<file path="config.mk">
export PLATFORM = sky130hd
export DESIGN_NAME = vector_l1_l2_distance_flat
export DESIGN_NICKNAME = d
export VERILOG_FILES = /design/src/rtl/core/vld_pkg.sv /design/src/rtl/core/vld_if.sv /design/src/rtl/core/vld_front.sv /design/src/rtl/core/vld_fifo.sv /design/src/rtl/core/vld_sqrt.sv /design/src/rtl/core/vld_back.sv /design/src/rtl/core/vector_l1_l2_distance.sv /design/src/flat_wrapper.sv
export SDC_FILE = /design/constraint.sdc
export NUM_CORES = 2
export LEC_CHECK = 0
export ABC_AREA = 1
export BUFFER_PORTS_ARGS = -buffer_cell sky130_fd_sc_hd__buf_4
export CAP_MARGIN = 5
export CORE_MARGIN = 2
export CORE_UTILIZATION = 60
export CTS_CLUSTER_SIZE = 40
export DETAILED_ROUTE_END_ITERATION = 16
export GPL_TIMING_DRIVEN = 0
export PLACE_DENSITY = 0.77
export SLEW_MARGIN = 20
export SYNTH_ARGS = -nofsm -noshare
export SYNTH_HDL_FRONTEND = slang
export SYNTH_SLANG_ARGS = --single-unit
</file>
<file path="constraint.sdc">
create_clock -name clock -period 10.31 [get_ports clock]
set_clock_uncertainty 0.05 [all_clocks]
set_input_delay 1.031 -clock clock [delete_from_list [all_inputs] [get_ports clock]]
set_output_delay 1.031 -clock clock [all_outputs]
set_load 0.005 [all_outputs]
</file>
<file path="src/rtl/core/vld_pkg.sv">
`timescale 1ns / 1ps
`default_nettype none

package vld_pkg;

   localparam int OUT_BITS        = 48;
   localparam int DEF_SAMPLE_BITS = 24;
   localparam int DEF_SUM_BITS    = 64;
   localparam int QUEUE_DEPTH     = 4;

   typedef enum logic {
      MODE_L1 = 1'b0,
      MODE_L2 = 1'b1
   } mode_type;

   localparam mode_type MODE_RESET = MODE_L2;

   typedef struct packed {
      mode_type mode;
      logic     last;
   } ctl_type;

endpackage

`default_nettype wire

</file>
<file path="src/rtl/core/vld_if.sv">
`timescale 1ns / 1ps
`default_nettype none

interface vld_req_if #(
   parameter int SAMPLE_BITS = vld_pkg::DEF_SAMPLE_BITS
);
   logic                          valid;
   logic                          ready;
   logic signed [SAMPLE_BITS-1:0] x_value;
   logic signed [SAMPLE_BITS-1:0] y_value;
   logic                          last_element;

   modport source (output valid, x_value, y_value, last_element, input ready);
   modport sink   (input valid, x_value, y_value, last_element, output ready);
endinterface

interface vld_rsp_if;
   logic                          valid;
   logic                          ready;
   logic [vld_pkg::OUT_BITS-1:0]  norm_value;
   logic                          saturated;

   modport source (output valid, norm_value, saturated, input ready);
   modport sink   (input valid, norm_value, saturated, output ready);
endinterface

`default_nettype wire

</file>
<file path="src/rtl/core/vld_front.sv">
`timescale 1ns / 1ps
`default_nettype none

module vld_front #(
   parameter int SAMPLE_BITS = vld_pkg::DEF_SAMPLE_BITS
) (
   input  wire logic                    clock,
   input  wire logic                    reset,
   vld_req_if.sink                      req,
   input  wire vld_pkg::mode_type       mode,
   output logic                         push_valid,
   input  wire logic                    push_ready,
   output logic [SAMPLE_BITS-1:0]       push_mag,
   output vld_pkg::ctl_type             push_ctl
);

   logic signed [SAMPLE_BITS:0] diff;
   logic [SAMPLE_BITS-1:0]      mag;
   logic                        load;

   logic                        vld_ff, vld_in;
   logic [SAMPLE_BITS-1:0]      mag_ff;
   vld_pkg::ctl_type            ctl_ff;

   // difference of two samples always fits its magnitude in SAMPLE_BITS
   assign diff = $signed({req.x_value[SAMPLE_BITS-1], req.x_value})
               - $signed({req.y_value[SAMPLE_BITS-1], req.y_value});
   assign mag  = diff[SAMPLE_BITS] ? SAMPLE_BITS'(-diff) : SAMPLE_BITS'(diff);

   assign req.ready = !vld_ff || push_ready;
   assign load      = req.valid && req.ready;

   always_comb begin
      vld_in = vld_ff;
      if (load) begin
         vld_in = 1'b1;
      end else if (push_ready) begin
         vld_in = 1'b0;
      end
   end

   always_ff @(posedge clock) begin
      if (reset) begin
         vld_ff <= 1'b0;
      end else begin
         vld_ff <= vld_in;
      end
   end

   always_ff @(posedge clock) begin
      if (load) begin
         mag_ff      <= mag;
         ctl_ff.mode <= mode;
         ctl_ff.last <= req.last_element;
      end
   end

   assign push_valid = vld_ff;
   assign push_mag   = mag_ff;
   assign push_ctl   = ctl_ff;

endmodule

`default_nettype wire

</file>
<file path="src/rtl/core/vld_fifo.sv">
`timescale 1ns / 1ps
`default_nettype none

module vld_fifo #(
   parameter int WIDTH = 8,
   parameter int DEPTH = vld_pkg::QUEUE_DEPTH
) (
   input  wire logic             clock,
   input  wire logic             reset,
   input  wire logic             wr_valid,
   output logic                  wr_ready,
   input  wire logic [WIDTH-1:0] wr_data,
   output logic                  rd_valid,
   input  wire logic             rd_ready,
   output logic [WIDTH-1:0]      rd_data
);

   localparam int PTR_W = (DEPTH > 1) ? $clog2(DEPTH) : 1;
   localparam int CNT_W = $clog2(DEPTH + 1);

   logic [WIDTH-1:0] mem_ff [DEPTH];
   logic [PTR_W-1:0] wr_ptr_ff, wr_ptr_in;
   logic [PTR_W-1:0] rd_ptr_ff, rd_ptr_in;
   logic [CNT_W-1:0] cnt_ff, cnt_in;
   logic             do_wr, do_rd;

   assign wr_ready = cnt_ff != CNT_W'(DEPTH);
   assign rd_valid = cnt_ff != '0;
   assign rd_data  = mem_ff[rd_ptr_ff];
   assign do_wr    = wr_valid && wr_ready;
   assign do_rd    = rd_valid && rd_ready;

   always_comb begin
      wr_ptr_in = wr_ptr_ff;
      rd_ptr_in = rd_ptr_ff;
      cnt_in    = cnt_ff;
      if (do_wr) begin
         wr_ptr_in = (wr_ptr_ff == PTR_W'(DEPTH - 1)) ? '0 : wr_ptr_ff + 1'b1;
      end
      if (do_rd) begin
         rd_ptr_in = (rd_ptr_ff == PTR_W'(DEPTH - 1)) ? '0 : rd_ptr_ff + 1'b1;
      end
      if (do_wr && !do_rd) begin
         cnt_in = cnt_ff + 1'b1;
      end else if (do_rd && !do_wr) begin
         cnt_in = cnt_ff - 1'b1;
      end
   end

   always_ff @(posedge clock) begin
      if (reset) begin
         wr_ptr_ff <= '0;
         rd_ptr_ff <= '0;
         cnt_ff    <= '0;
      end else begin
         wr_ptr_ff <= wr_ptr_in;
         rd_ptr_ff <= rd_ptr_in;
         cnt_ff    <= cnt_in;
      end
   end

   always_ff @(posedge clock) begin
      if (do_wr) begin
         mem_ff[wr_ptr_ff] <= wr_data;
      end
   end

endmodule

`default_nettype wire

</file>
<file path="src/rtl/core/vld_sqrt.sv">
`timescale 1ns / 1ps
`default_nettype none

module vld_sqrt #(
   parameter int SUM_BITS = vld_pkg::DEF_SUM_BITS
) (
   input  wire logic                clock,
   input  wire logic                reset,
   input  wire logic                start,
   input  wire logic [SUM_BITS-1:0] value,
   input  wire logic                flag_in,
   output logic                     busy,
   output logic                     res_valid,
   input  wire logic                res_ready,
   output logic [((SUM_BITS + SUM_BITS % 2) / 2)-1:0] root,
   output logic                     flag_out
);

   localparam int SQ_W  = SUM_BITS + SUM_BITS % 2;
   localparam int RB    = SQ_W / 2;
   localparam int CNT_W = $clog2(RB);

   typedef enum logic [2:0] {
      SQ_IDLE = 3'b001,
      SQ_RUN  = 3'b010,
      SQ_DONE = 3'b100
   } sq_state_type;

   sq_state_type     st_ff, st_in;
   logic [SQ_W-1:0]  val_ff, val_in;
   logic [RB-1:0]    rem_ff, rem_in;
   logic [RB-1:0]    root_ff, root_in;
   logic [CNT_W-1:0] cnt_ff, cnt_in;
   logic             flag_ff, flag_in_nx;

   logic [RB+1:0]    rem_sh;
   logic [RB+1:0]    trial;
   logic             ge;

   // one root bit per cycle, two radicand bits brought down each step
   assign rem_sh = {rem_ff, val_ff[SQ_W-1 -: 2]};
   assign trial  = {root_ff, 2'b01};
   assign ge     = rem_sh >= trial;

   always_comb begin
      st_in      = st_ff;
      val_in     = val_ff;
      rem_in     = rem_ff;
      root_in    = root_ff;
      cnt_in     = cnt_ff;
      flag_in_nx = flag_ff;
      unique case (st_ff)
         SQ_IDLE: begin
            if (start) begin
               st_in      = SQ_RUN;
               val_in     = SQ_W'(value);
               rem_in     = '0;
               root_in    = '0;
               cnt_in     = CNT_W'(RB - 1);
               flag_in_nx = flag_in;
            end
         end
         SQ_RUN: begin
            val_in  = val_ff << 2;
            rem_in  = ge ? RB'(rem_sh - trial) : RB'(rem_sh);
            root_in = {root_ff[RB-2:0], ge};
            cnt_in  = cnt_ff - 1'b1;
            if (cnt_ff == '0) begin
               st_in = SQ_DONE;
            end
         end
         SQ_DONE: begin
            if (res_ready) begin
               st_in = SQ_IDLE;
            end
         end
         default: begin
            st_in = SQ_IDLE;
         end
      endcase
   end

   always_ff @(posedge clock) begin
      if (reset) begin
         st_ff <= SQ_IDLE;
      end else begin
         st_ff <= st_in;
      end
   end

   always_ff @(posedge clock) begin
      val_ff  <= val_in;
      rem_ff  <= rem_in;
      root_ff <= root_in;
      cnt_ff  <= cnt_in;
      flag_ff <= flag_in_nx;
   end

   assign busy      = st_ff != SQ_IDLE;
   assign res_valid = st_ff == SQ_DONE;
   assign root      = root_ff;
   assign flag_out  = flag_ff;

endmodule

`default_nettype wire

</file>
<file path="src/rtl/core/vld_back.sv">
`timescale 1ns / 1ps
`default_nettype none

module vld_back #(
   parameter int SAMPLE_BITS = vld_pkg::DEF_SAMPLE_BITS,
   parameter int SUM_BITS    = vld_pkg::DEF_SUM_BITS
) (
   input  wire logic                   clock,
   input  wire logic                   reset,
   input  wire logic                   in_valid,
   output logic                        in_ready,
   input  wire logic [SAMPLE_BITS-1:0] in_mag,
   input  wire vld_pkg::ctl_type       in_ctl,
   vld_rsp_if.source                   rsp
);

   localparam int TERM_W = 2 * SAMPLE_BITS;
   localparam int ADD_W  = ((SUM_BITS > TERM_W) ? SUM_BITS : TERM_W) + 1;
   localparam int OUT_W  = vld_pkg::OUT_BITS;
   localparam int CMP_W  = (SUM_BITS > OUT_W) ? SUM_BITS : OUT_W;
   localparam int RB     = (SUM_BITS + SUM_BITS % 2) / 2;

   // term stage
   logic                  t_vld_ff, t_vld_in;
   logic [TERM_W-1:0]     term_ff;
   vld_pkg::ctl_type      t_ctl_ff;
   logic [TERM_W-1:0]     term_in;
   logic                  t_load;

   // accumulator
   logic [SUM_BITS-1:0]   sum_ff, sum_in;
   logic                  ovf_ff, ovf_in;
   logic [ADD_W-1:0]      total;
   logic                  over;
   logic [SUM_BITS-1:0]   sum_new;
   logic                  ovf_new;
   logic                  acc_fire;
   logic                  last_ok;
   logic                  out_free;
   logic                  clip;

   // result register
   logic                  out_vld_ff, out_vld_in;
   logic [OUT_W-1:0]      out_value_ff, out_value_in;
   logic                  out_sat_ff, out_sat_in;
   logic                  out_load;

   // root unit
   logic                  sq_start;
   logic                  sq_busy;
   logic                  sq_valid;
   logic                  sq_ready;
   logic [RB-1:0]         sq_root;
   logic                  sq_flag;

   assign term_in = (in_ctl.mode == vld_pkg::MODE_L2)
                  ? TERM_W'(in_mag) * TERM_W'(in_mag)
                  : TERM_W'(in_mag);

   assign out_free = !out_vld_ff || rsp.ready;
   assign last_ok  = !sq_busy && out_free;
   assign acc_fire = t_vld_ff && (!t_ctl_ff.last || last_ok);
   assign in_ready = !t_vld_ff || acc_fire;
   assign t_load   = in_valid && in_ready;

   always_comb begin
      t_vld_in = t_vld_ff;
      if (t_load) begin
         t_vld_in = 1'b1;
      end else if (acc_fire) begin
         t_vld_in = 1'b0;
      end
   end

   // saturating add
   assign total   = ADD_W'(sum_ff) + ADD_W'(term_ff);
   assign over    = total > ADD_W'({SUM_BITS{1'b1}});
   assign sum_new = over ? {SUM_BITS{1'b1}} : total[SUM_BITS-1:0];
   assign ovf_new = ovf_ff || over;
   assign clip    = CMP_W'(sum_new) > CMP_W'({OUT_W{1'b1}});

   assign sq_start = acc_fire && t_ctl_ff.last && (t_ctl_ff.mode == vld_pkg::MODE_L2);
   assign sq_ready = out_free;

   always_comb begin
      sum_in = sum_ff;
      ovf_in = ovf_ff;
      if (acc_fire) begin
         if (t_ctl_ff.last) begin
            sum_in = '0;
            ovf_in = 1'b0;
         end else begin
            sum_in = sum_new;
            ovf_in = ovf_new;
         end
      end
   end

   always_comb begin
      out_load     = 1'b0;
      out_value_in = out_value_ff;
      out_sat_in   = out_sat_ff;
      if (sq_valid && out_free) begin
         out_load     = 1'b1;
         out_value_in = OUT_W'(sq_root);
         out_sat_in   = sq_flag;
      end else if (acc_fire && t_ctl_ff.last && (t_ctl_ff.mode == vld_pkg::MODE_L1)) begin
         out_load     = 1'b1;
         out_value_in = clip ? {OUT_W{1'b1}} : OUT_W'(sum_new);
         out_sat_in   = ovf_new || clip;
      end
      out_vld_in = out_load ? 1'b1 : (rsp.ready ? 1'b0 : out_vld_ff);
   end

   always_ff @(posedge clock) begin
      if (reset) begin
         t_vld_ff   <= 1'b0;
         sum_ff     <= '0;
         ovf_ff     <= 1'b0;
         out_vld_ff <= 1'b0;
      end else begin
         t_vld_ff   <= t_vld_in;
         sum_ff     <= sum_in;
         ovf_ff     <= ovf_in;
         out_vld_ff <= out_vld_in;
      end
   end

   always_ff @(posedge clock) begin
      if (t_load) begin
         term_ff  <= term_in;
         t_ctl_ff <= in_ctl;
      end
      out_value_ff <= out_value_in;
      out_sat_ff   <= out_sat_in;
   end

   vld_sqrt #(
      .SUM_BITS (SUM_BITS)
   ) u_sqrt (
      .clock     (clock),
      .reset     (reset),
      .start     (sq_start),
      .value     (sum_new),
      .flag_in   (ovf_new),
      .busy      (sq_busy),
      .res_valid (sq_valid),
      .res_ready (sq_ready),
      .root      (sq_root),
      .flag_out  (sq_flag)
   );

   assign rsp.valid      = out_vld_ff;
   assign rsp.norm_value = out_value_ff;
   assign rsp.saturated  = out_sat_ff;

endmodule

`default_nettype wire

</file>
<file path="src/rtl/core/vector_l1_l2_distance.sv">
// channel   dir  handshake            beat
// req_bus   in   valid / ready        x_value, y_value, last_element
// rsp_bus   out  valid / ready        norm_value, saturated
// csr       in   csr_wr_en            csr_wr_data (norm_mode)
//
// one element pair a cycle sustained, set by the front register and the
// one-multiplier term stage feeding the saturating accumulator, unless a last
// beat waits on rsp back-pressure or a busy root unit; L1 results pass the
// front, queue, term and result registers, L2 results also the bit-serial root
// unit, which holds one vector at a time while the next vector keeps accumulating
// synchronous active-high reset; no memory clearing pass
// rsp stalls back up through the 4-entry queue to req_bus.ready
`timescale 1ns / 1ps
`default_nettype none

module vector_l1_l2_distance #(
   parameter int SAMPLE_BITS = vld_pkg::DEF_SAMPLE_BITS,
   parameter int SUM_BITS    = vld_pkg::DEF_SUM_BITS
) (
   input  wire logic  clock,
   input  wire logic  reset,
   input  wire logic  csr_wr_en,
   input  wire logic  csr_wr_data,
   vld_req_if.sink    req_bus,
   vld_rsp_if.source  rsp_bus
);

   localparam int CTL_W = $bits(vld_pkg::ctl_type);
   localparam int Q_W   = SAMPLE_BITS + CTL_W;

   vld_pkg::mode_type       norm_mode_ff, norm_mode_in;

   logic                    f_valid;
   logic                    f_ready;
   logic [SAMPLE_BITS-1:0]  f_mag;
   vld_pkg::ctl_type        f_ctl;

   logic                    q_valid;
   logic                    q_ready;
   logic [Q_W-1:0]          q_data;
   vld_pkg::ctl_type        q_ctl;
   logic [SAMPLE_BITS-1:0]  q_mag;

   assign norm_mode_in = csr_wr_en ? vld_pkg::mode_type'(csr_wr_data) : norm_mode_ff;

   always_ff @(posedge clock) begin
      if (reset) begin
         norm_mode_ff <= vld_pkg::MODE_RESET;
      end else begin
         norm_mode_ff <= norm_mode_in;
      end
   end

   vld_front #(
      .SAMPLE_BITS (SAMPLE_BITS)
   ) u_front (
      .clock      (clock),
      .reset      (reset),
      .req        (req_bus),
      .mode       (norm_mode_ff),
      .push_valid (f_valid),
      .push_ready (f_ready),
      .push_mag   (f_mag),
      .push_ctl   (f_ctl)
   );

   vld_fifo #(
      .WIDTH (Q_W),
      .DEPTH (vld_pkg::QUEUE_DEPTH)
   ) u_fifo (
      .clock    (clock),
      .reset    (reset),
      .wr_valid (f_valid),
      .wr_ready (f_ready),
      .wr_data  ({f_ctl, f_mag}),
      .rd_valid (q_valid),
      .rd_ready (q_ready),
      .rd_data  (q_data)
   );

   assign q_ctl = vld_pkg::ctl_type'(q_data[Q_W-1 -: CTL_W]);
   assign q_mag = q_data[SAMPLE_BITS-1:0];

   vld_back #(
      .SAMPLE_BITS (SAMPLE_BITS),
      .SUM_BITS    (SUM_BITS)
   ) u_back (
      .clock    (clock),
      .reset    (reset),
      .in_valid (q_valid),
      .in_ready (q_ready),
      .in_mag   (q_mag),
      .in_ctl   (q_ctl),
      .rsp      (rsp_bus)
   );

endmodule

`default_nettype wire

</file>
<file path="src/flat_wrapper.sv">
// flat-port wrapper written by rule: the top's interface ports become plain ports
module vector_l1_l2_distance_flat 
#(
   parameter int SAMPLE_BITS = vld_pkg::DEF_SAMPLE_BITS,
   parameter int SUM_BITS    = vld_pkg::DEF_SUM_BITS
)
  (clock, reset, csr_wr_en, csr_wr_data, req_bus_valid, req_bus_x_value, req_bus_y_value, req_bus_last_element, req_bus_ready, rsp_bus_valid, rsp_bus_norm_value, rsp_bus_saturated, rsp_bus_ready);
  vld_req_if #(.SAMPLE_BITS(SAMPLE_BITS)) req_bus_i ();
  vld_rsp_if rsp_bus_i ();
  input  wire logic clock;
  input  wire logic reset;
  input  wire logic csr_wr_en;
  input  wire logic csr_wr_data;
  input wire logic [$bits(req_bus_i.valid)-1:0] req_bus_valid;
  input wire logic [$bits(req_bus_i.x_value)-1:0] req_bus_x_value;
  input wire logic [$bits(req_bus_i.y_value)-1:0] req_bus_y_value;
  input wire logic [$bits(req_bus_i.last_element)-1:0] req_bus_last_element;
  output wire logic [$bits(req_bus_i.ready)-1:0] req_bus_ready;
  output wire logic [$bits(rsp_bus_i.valid)-1:0] rsp_bus_valid;
  output wire logic [$bits(rsp_bus_i.norm_value)-1:0] rsp_bus_norm_value;
  output wire logic [$bits(rsp_bus_i.saturated)-1:0] rsp_bus_saturated;
  input wire logic [$bits(rsp_bus_i.ready)-1:0] rsp_bus_ready;
  assign req_bus_i.valid = req_bus_valid;
  assign req_bus_i.x_value = req_bus_x_value;
  assign req_bus_i.y_value = req_bus_y_value;
  assign req_bus_i.last_element = req_bus_last_element;
  assign req_bus_ready = req_bus_i.ready;
  assign rsp_bus_valid = rsp_bus_i.valid;
  assign rsp_bus_norm_value = rsp_bus_i.norm_value;
  assign rsp_bus_saturated = rsp_bus_i.saturated;
  assign rsp_bus_i.ready = rsp_bus_ready;
  vector_l1_l2_distance #(.SAMPLE_BITS(SAMPLE_BITS), .SUM_BITS(SUM_BITS)) u_core (.clock(clock), .reset(reset), .csr_wr_en(csr_wr_en), .csr_wr_data(csr_wr_data), .req_bus(req_bus_i), .rsp_bus(rsp_bus_i));
endmodule
</file>
* Yosys cells after proc, flatten, opt, wreduce, memory -nomap -nowiden
Memory sizes are Yosys's and may differ from the RTL's. A register that Yosys moved wholly into a read port is not among the register bits. Cells that the tools add are included.
Cells by class: $add $sub $neg 9, multiply operators 1, divide/modulo/power cells 0, magnitude comparators 3, equal/unequal tests 10, shift-type cells 0, mux-type cells 38, bitwise gates (word level) 1, reductions and logical operators 35
Operators by type and width (number):
- 64-bit 2-to-1 mux | 3
- 32-bit 2-to-1 mux | 4
- 32-bit case mux with 2 select lines | 2
- 64-bit case mux with 2 select lines | 1
- 64-bit by 48-bit adder with 65-bit output | 1
- 65-bit by 64-bit > comparator with 1-bit output (second input constant) | 1
- 64-bit by 48-bit > comparator with 1-bit output (second input constant) | 1
- 24-bit by 24-bit multiplier with 48-bit output | 1
- 24-bit 2-to-1 mux | 2
- 48-bit 2-to-1 mux | 1
- 34-bit >= comparator | 1
- 32-bit subtractor | 1
- 24-bit by 24-bit subtractor with 25-bit output | 1
- 24-bit negator | 1
- 3-bit 2-to-1 mux | 5
- 1-bit 2-to-1 mux | 13
- 2-bit nonzero test | 6
- 1-bit logical AND | 11
- 5-bit case mux with 2 select lines | 1
- 3-bit case mux with 3 select lines | 1
- 2-bit 2-to-1 mux | 4
- 1-bit logical NOT | 7
- 1-bit logical OR | 6
- 5-bit logical NOT | 1
- other kinds (17) | 21
Storage, ports and cells: bits in registers 338, bits in latches 0, RAM bits 104, memory bits (read-only) 0, bits of input ports 55, output and inout bits 51, word-level logic and storage cells 123, memories 1
Memory list:
- u_core.u_fifo.mem_ff | words 4, bits a word 26, read ports 1, clocked after Yosys merged registers in 1, wr ports 1, line vld_fifo.sv:21 | logic [WIDTH-1:0] mem_ff [DEPTH];

* Depth between registers and ports, before layout
depth after elaboration 10, gate-level depth with buffers 38

* Hierarchy
From an unflattened synthesis, not the netlist that was laid out.
Second synthesis, totals: cells, all modules 6088, area, all modules 45473.6 µm²
Modules (own cells, without submodules):
- vld_back | instances 1, cells each 4018, area each 28961.5 µm²
- vld_sqrt | instances 1, cells each 1160, area each 8723.4 µm²
- vld_fifo | instances 1, cells each 320, area each 4364.2 µm²
- vld_front | instances 1, cells each 584, area each 3377.0 µm²
- vector_l1_l2_distance | instances 1, cells each 6, area each 47.5 µm²

* Least setup slack after synthesis
No wires, ideal clock.
kind flip-flop to flip-flop, start point register (tool-made name), end point register u_core.u_back.term_ff[47] (data pin), library setup time 0.253 ns, data arrival time 7.255 ns, data required time 10.007 ns, slack 2.752 ns, stages on the path, launching flop included 34, path buffers 3, clock period less this slack 7.558 ns, cell sequence dfxtp_1 -> buf_2 -> clkbuf_1 -> nand2_1 -> a32oi_1 -> inv_1 -> clkbuf_1 -> nor2_1 -> inv_1 -> fa_1 -> inv_1 -> fa_1 -> inv_1 -> fa_1 -> fa_1 -> inv_1 -> fa_1 -> fa_1 -> inv_1 -> fa_1 -> inv_1 -> ha_1 -> nand2_1 -> nor2_1 -> inv_1 -> nor4_1 -> nand3_1 -> nand3_1 -> a21o_1 -> nand2_1 -> nand3_1 -> nand2_1 -> nand2_1 -> nor2_1
RTL lines:
- end signal: assignment | line vld_back.sv:131 | term_ff <= term_in;
- end: declaration | line vld_back.sv:25 | logic [TERM_W-1:0] term_ff;

==> results by group <==
Status
  – Status: finished, final reports clean

Worst setup path
  – CP bufs+invs: 9
  – Cell mode on critical path: fa_1
  – CP Depth: 31
  – Worst path slowest cell: a32oi_1
  – Worst Reg-to-Reg Cells: 31
  – Critical path launch point type: flip-flop
  – Critical path class: flip-flop to flip-flop
  – Critical Path AT: about 10 ns
  – Slowest Stage Delay on Critical Path: 0.64 ns
  – Worst-path maximum fanout: 10
  – Crit-path leading delay family: adder cells
  – Worst EP required: between 10 and 15 ns
  – Worst setup EP type: flip-flop

Synth
  – Count leader, synth: nand2_1
  – Synth top cells by count: 1,285 x nand2_1, 1,150 x inv_1, 591 x nor2_1
  – Syn Std Cell Area: approximately 43,000 µm²
  – Post-synthesis sequential area ratio: 0.286
  – Area contributors post-synth: edfxtp_1 24%, fa_1 20%, nand2_1 11%
  – Ys Warns: 0
  – Post-synth top area share: 0.241
  – Synth cell types: 56
  – Ys async rst share: 0
  – Cells after Synth: 5,418
  – Synth area leader: edfxtp_1
  – Mapped Nets: between 6,000 and 7,000
  – Ys flop type: edfxtp_1
  – Number of synthesized flops with an enable pin: ~350
  – Mean post-synth cell area: 7.97 µm²
  – FF+latch count, synth: roughly 440

Route
  – Routed Antenna Nets: 0
  – Residual DRC: 0
  – Initial DRC Count: between 3,000 and 4,000
  – Router iterations before antenna repair: 9
  – WL/cell: around 19 µm
  – Routed wire length: between 100 and 150 mm
  – Vias per std cell: around 5.5
  – Via count: 36,400

Die
  – Die W: between 200 and 300 µm
  – Core Area: approximately 71,000 µm²
  – Initial Util: 0.605
  – I/O pin count: about 110
  – DIE HEIGHT: about 270 µm
  – Num rows: 98
  – Area of the die: ~74,000 µm²

CTS
  – Num CTS Buffers: 44
  – Clk buf depth: 3
  – Register clock-pin slew on the reported worst setup and hold paths: 0.07 ns
  – TritonCTS clock tree: yes
  – Hold_buf cts: 0
  – Clk Latency, worst-skew pair: between 0.6 and 0.7 ns
  – CTS sink cnt: ~440
  – CTS root buf: clkbuf_16
  – H-Tree Depth: 2

STA
  – Slew margin rel.: 0.209
  – Period Utilization, post-route: 0.964
  – Final worst slack: about 0.37 ns
  – RSZ-0062 raised after global routing: false
  – Final setup violation count: 0
  – Final Max Tran Viols: 0
  – F_max: ~100 MHz
  – Worst-Margin Slew: 1.19 ns
  – Fin crit period: between 9 and 10 ns
  – Final-report hold violation count: 0

Finish
  – # nets final: 6,363
  – Diode count: 0
  – Share of cells above drive strength 1: 0.0542
  – Final Instance Area: 47,100 µm²
  – Fin util: 0.660
  – Fillers: between 6,000 and 7,000
  – Area grow syn2layout: 9.12%

Global route
  – Initial antenna violation count: 2
  – Number of global-route vias before repair: around 37,000
  – Largest net degree at the start of global routing: 53
  – Met3 Use GR: 0.0644
  – Met1 Usage GRT: 0.446
  – Met2 Use GR: 0.581
  – Most Used Layer, Global Route: met2
  – Gr ovfl total: 0
  – First-pass GRT wire length: about 200 mm
  – GRT Resource Usage Total: 0.350

Place
  – Area after DPL: between 40,000 and 50,000 µm²
  – Detailed Place HPWL: ~110 mm
  – Worst slack, placed: between 0.1 and 0.15 ns
  – GPL Wtd Cong: 1.02
  – I/O Buffers: 104

Hold path
  – Hold Crit Class: flip-flop to flip-flop
  – Worst hold path depth: 0

Flow run
  – Max cap viols: 0
cell type report:
cell class	instances	area, µm²	area share
buffer	141	597	0.0127
clock buffer	58	1180	0.0251
clock inverter	24	332	0.00704
inverter	1169	4390	0.0932
multi-input combinational	3663	26000	0.551
sequential	444	12400	0.262
tap	950	1190	0.0252
timing repair buffer	126	1090	0.0232
what timing repair did:
item	4_1_cts	5_1_grt
buffers inserted	0	0
gates resized for setup	0	12
setup endpoints to repair	0	8
cells in the final DEF, fill, tap and decap left out, drive strengths merged, types with 57 or more instances in the layout:
master,n
xnor2,63
a21oi,308
inv,1160
edfxtp,347
a31oi,57
fa,436
clkbuf,169
ha,283
dfxtp,97
nand3,183
buf,156
nor2,599
o21ai,174
nand2,1293
layer usage:
| layer | vias up | share of wire |
|---|---|---|
| met5 | - | 0.00019 |
| met4 | 4 | 0.053 |
| met3 | 350 | 0.088 |
| met2 | 1565 | 0.47 |
| met1 | 17300 | 0.39 |
| li1 | 17200 | - |
cells by family after synthesis:
family	synth area share
flip-flops	0.286
adder cells (fa/ha/maj)	0.284
AO/OA/AOI/OAI	0.0853
buffers and inverters	0.116
AND/OR/NAND/NOR	0.205
XOR/XNOR	0.0237
worst register-to-register path, delay by kind of cell, from the launching register on:
| kind | cells | cell delay, ns |
|---|---|---|
| AND/OR/NAND/NOR | 12 | 2.30 |
| AO/OA/AOI/OAI | 2 | 0.85 |
| adder cells (fa/ha/maj) | 8 | 3.84 |
| buffers and inverters | 9 | 2.23 |
| flip-flops | 1 | 0.44 |
path summary, 6_finish.rpt:
| check | from | endpoint | slack, ns |
|---|---|---|---|
| max | flip-flop | u_core.u_back.term_ff[47] | 0.37 |
| min | u_core.norm_mode_ff | u_core.u_front.push_ctl[1] | 0.40 |
| max reg2reg | flip-flop | u_core.u_back.term_ff[47] | 0.37 |
| min reg2reg | u_core.norm_mode_ff | u_core.u_front.push_ctl[1] | 0.40 |
stage by stage:
stage	hold slack (ns)	setup TNS, ns	std cells
final	0.403	0	6575
after global routing	0.437	0	6575
after CTS	0.408	0	6574
after detailed placement	0.392	0	6492
after global placement	0.377	-0.462	6472
after floorplan	0.358	0	5418
sequential cells by signal, summed over array words and instances (netlist names), named ones only:
| name | flops |
|---|---|
| u_core.u_back.u_sqrt.root | 32 |
| u_core.u_back.t_vld_ff | 1 |
| u_core.u_fifo.cnt_ff | 3 |
| u_core.u_back.u_sqrt.rem_ff | 32 |
| u_core.u_back.term_ff | 48 |
| u_core.u_fifo.rd_ptr_ff | 2 |
| u_core.u_front.push_ctl | 2 |
| u_core.u_back.ovf_ff | 1 |
| u_core.u_back.rsp.valid | 1 |
| u_core.u_back.rsp.saturated | 1 |
| u_core.u_front.push_valid | 1 |
| u_core.u_back.u_sqrt.st_ff | 3 |
| u_core.u_back.u_sqrt.flag_out | 1 |
| u_core.norm_mode_ff | 1 |
| u_core.u_back.t_ctl_ff | 2 |
| u_core.u_fifo.wr_ptr_ff | 2 |
| u_core.u_back.sum_ff | 64 |
| u_core.u_fifo.mem_ff | 104 |
| u_core.u_back.rsp.norm_value | 48 |
| u_core.u_back.u_sqrt.val_ff | 64 |
| u_core.u_front.push_mag | 24 |
| u_core.u_back.u_sqrt.cnt_ff | 5 |
Power is not shown: default switching activity piles up to over one toggle a cycle in this logic, so the estimate is an artifact.
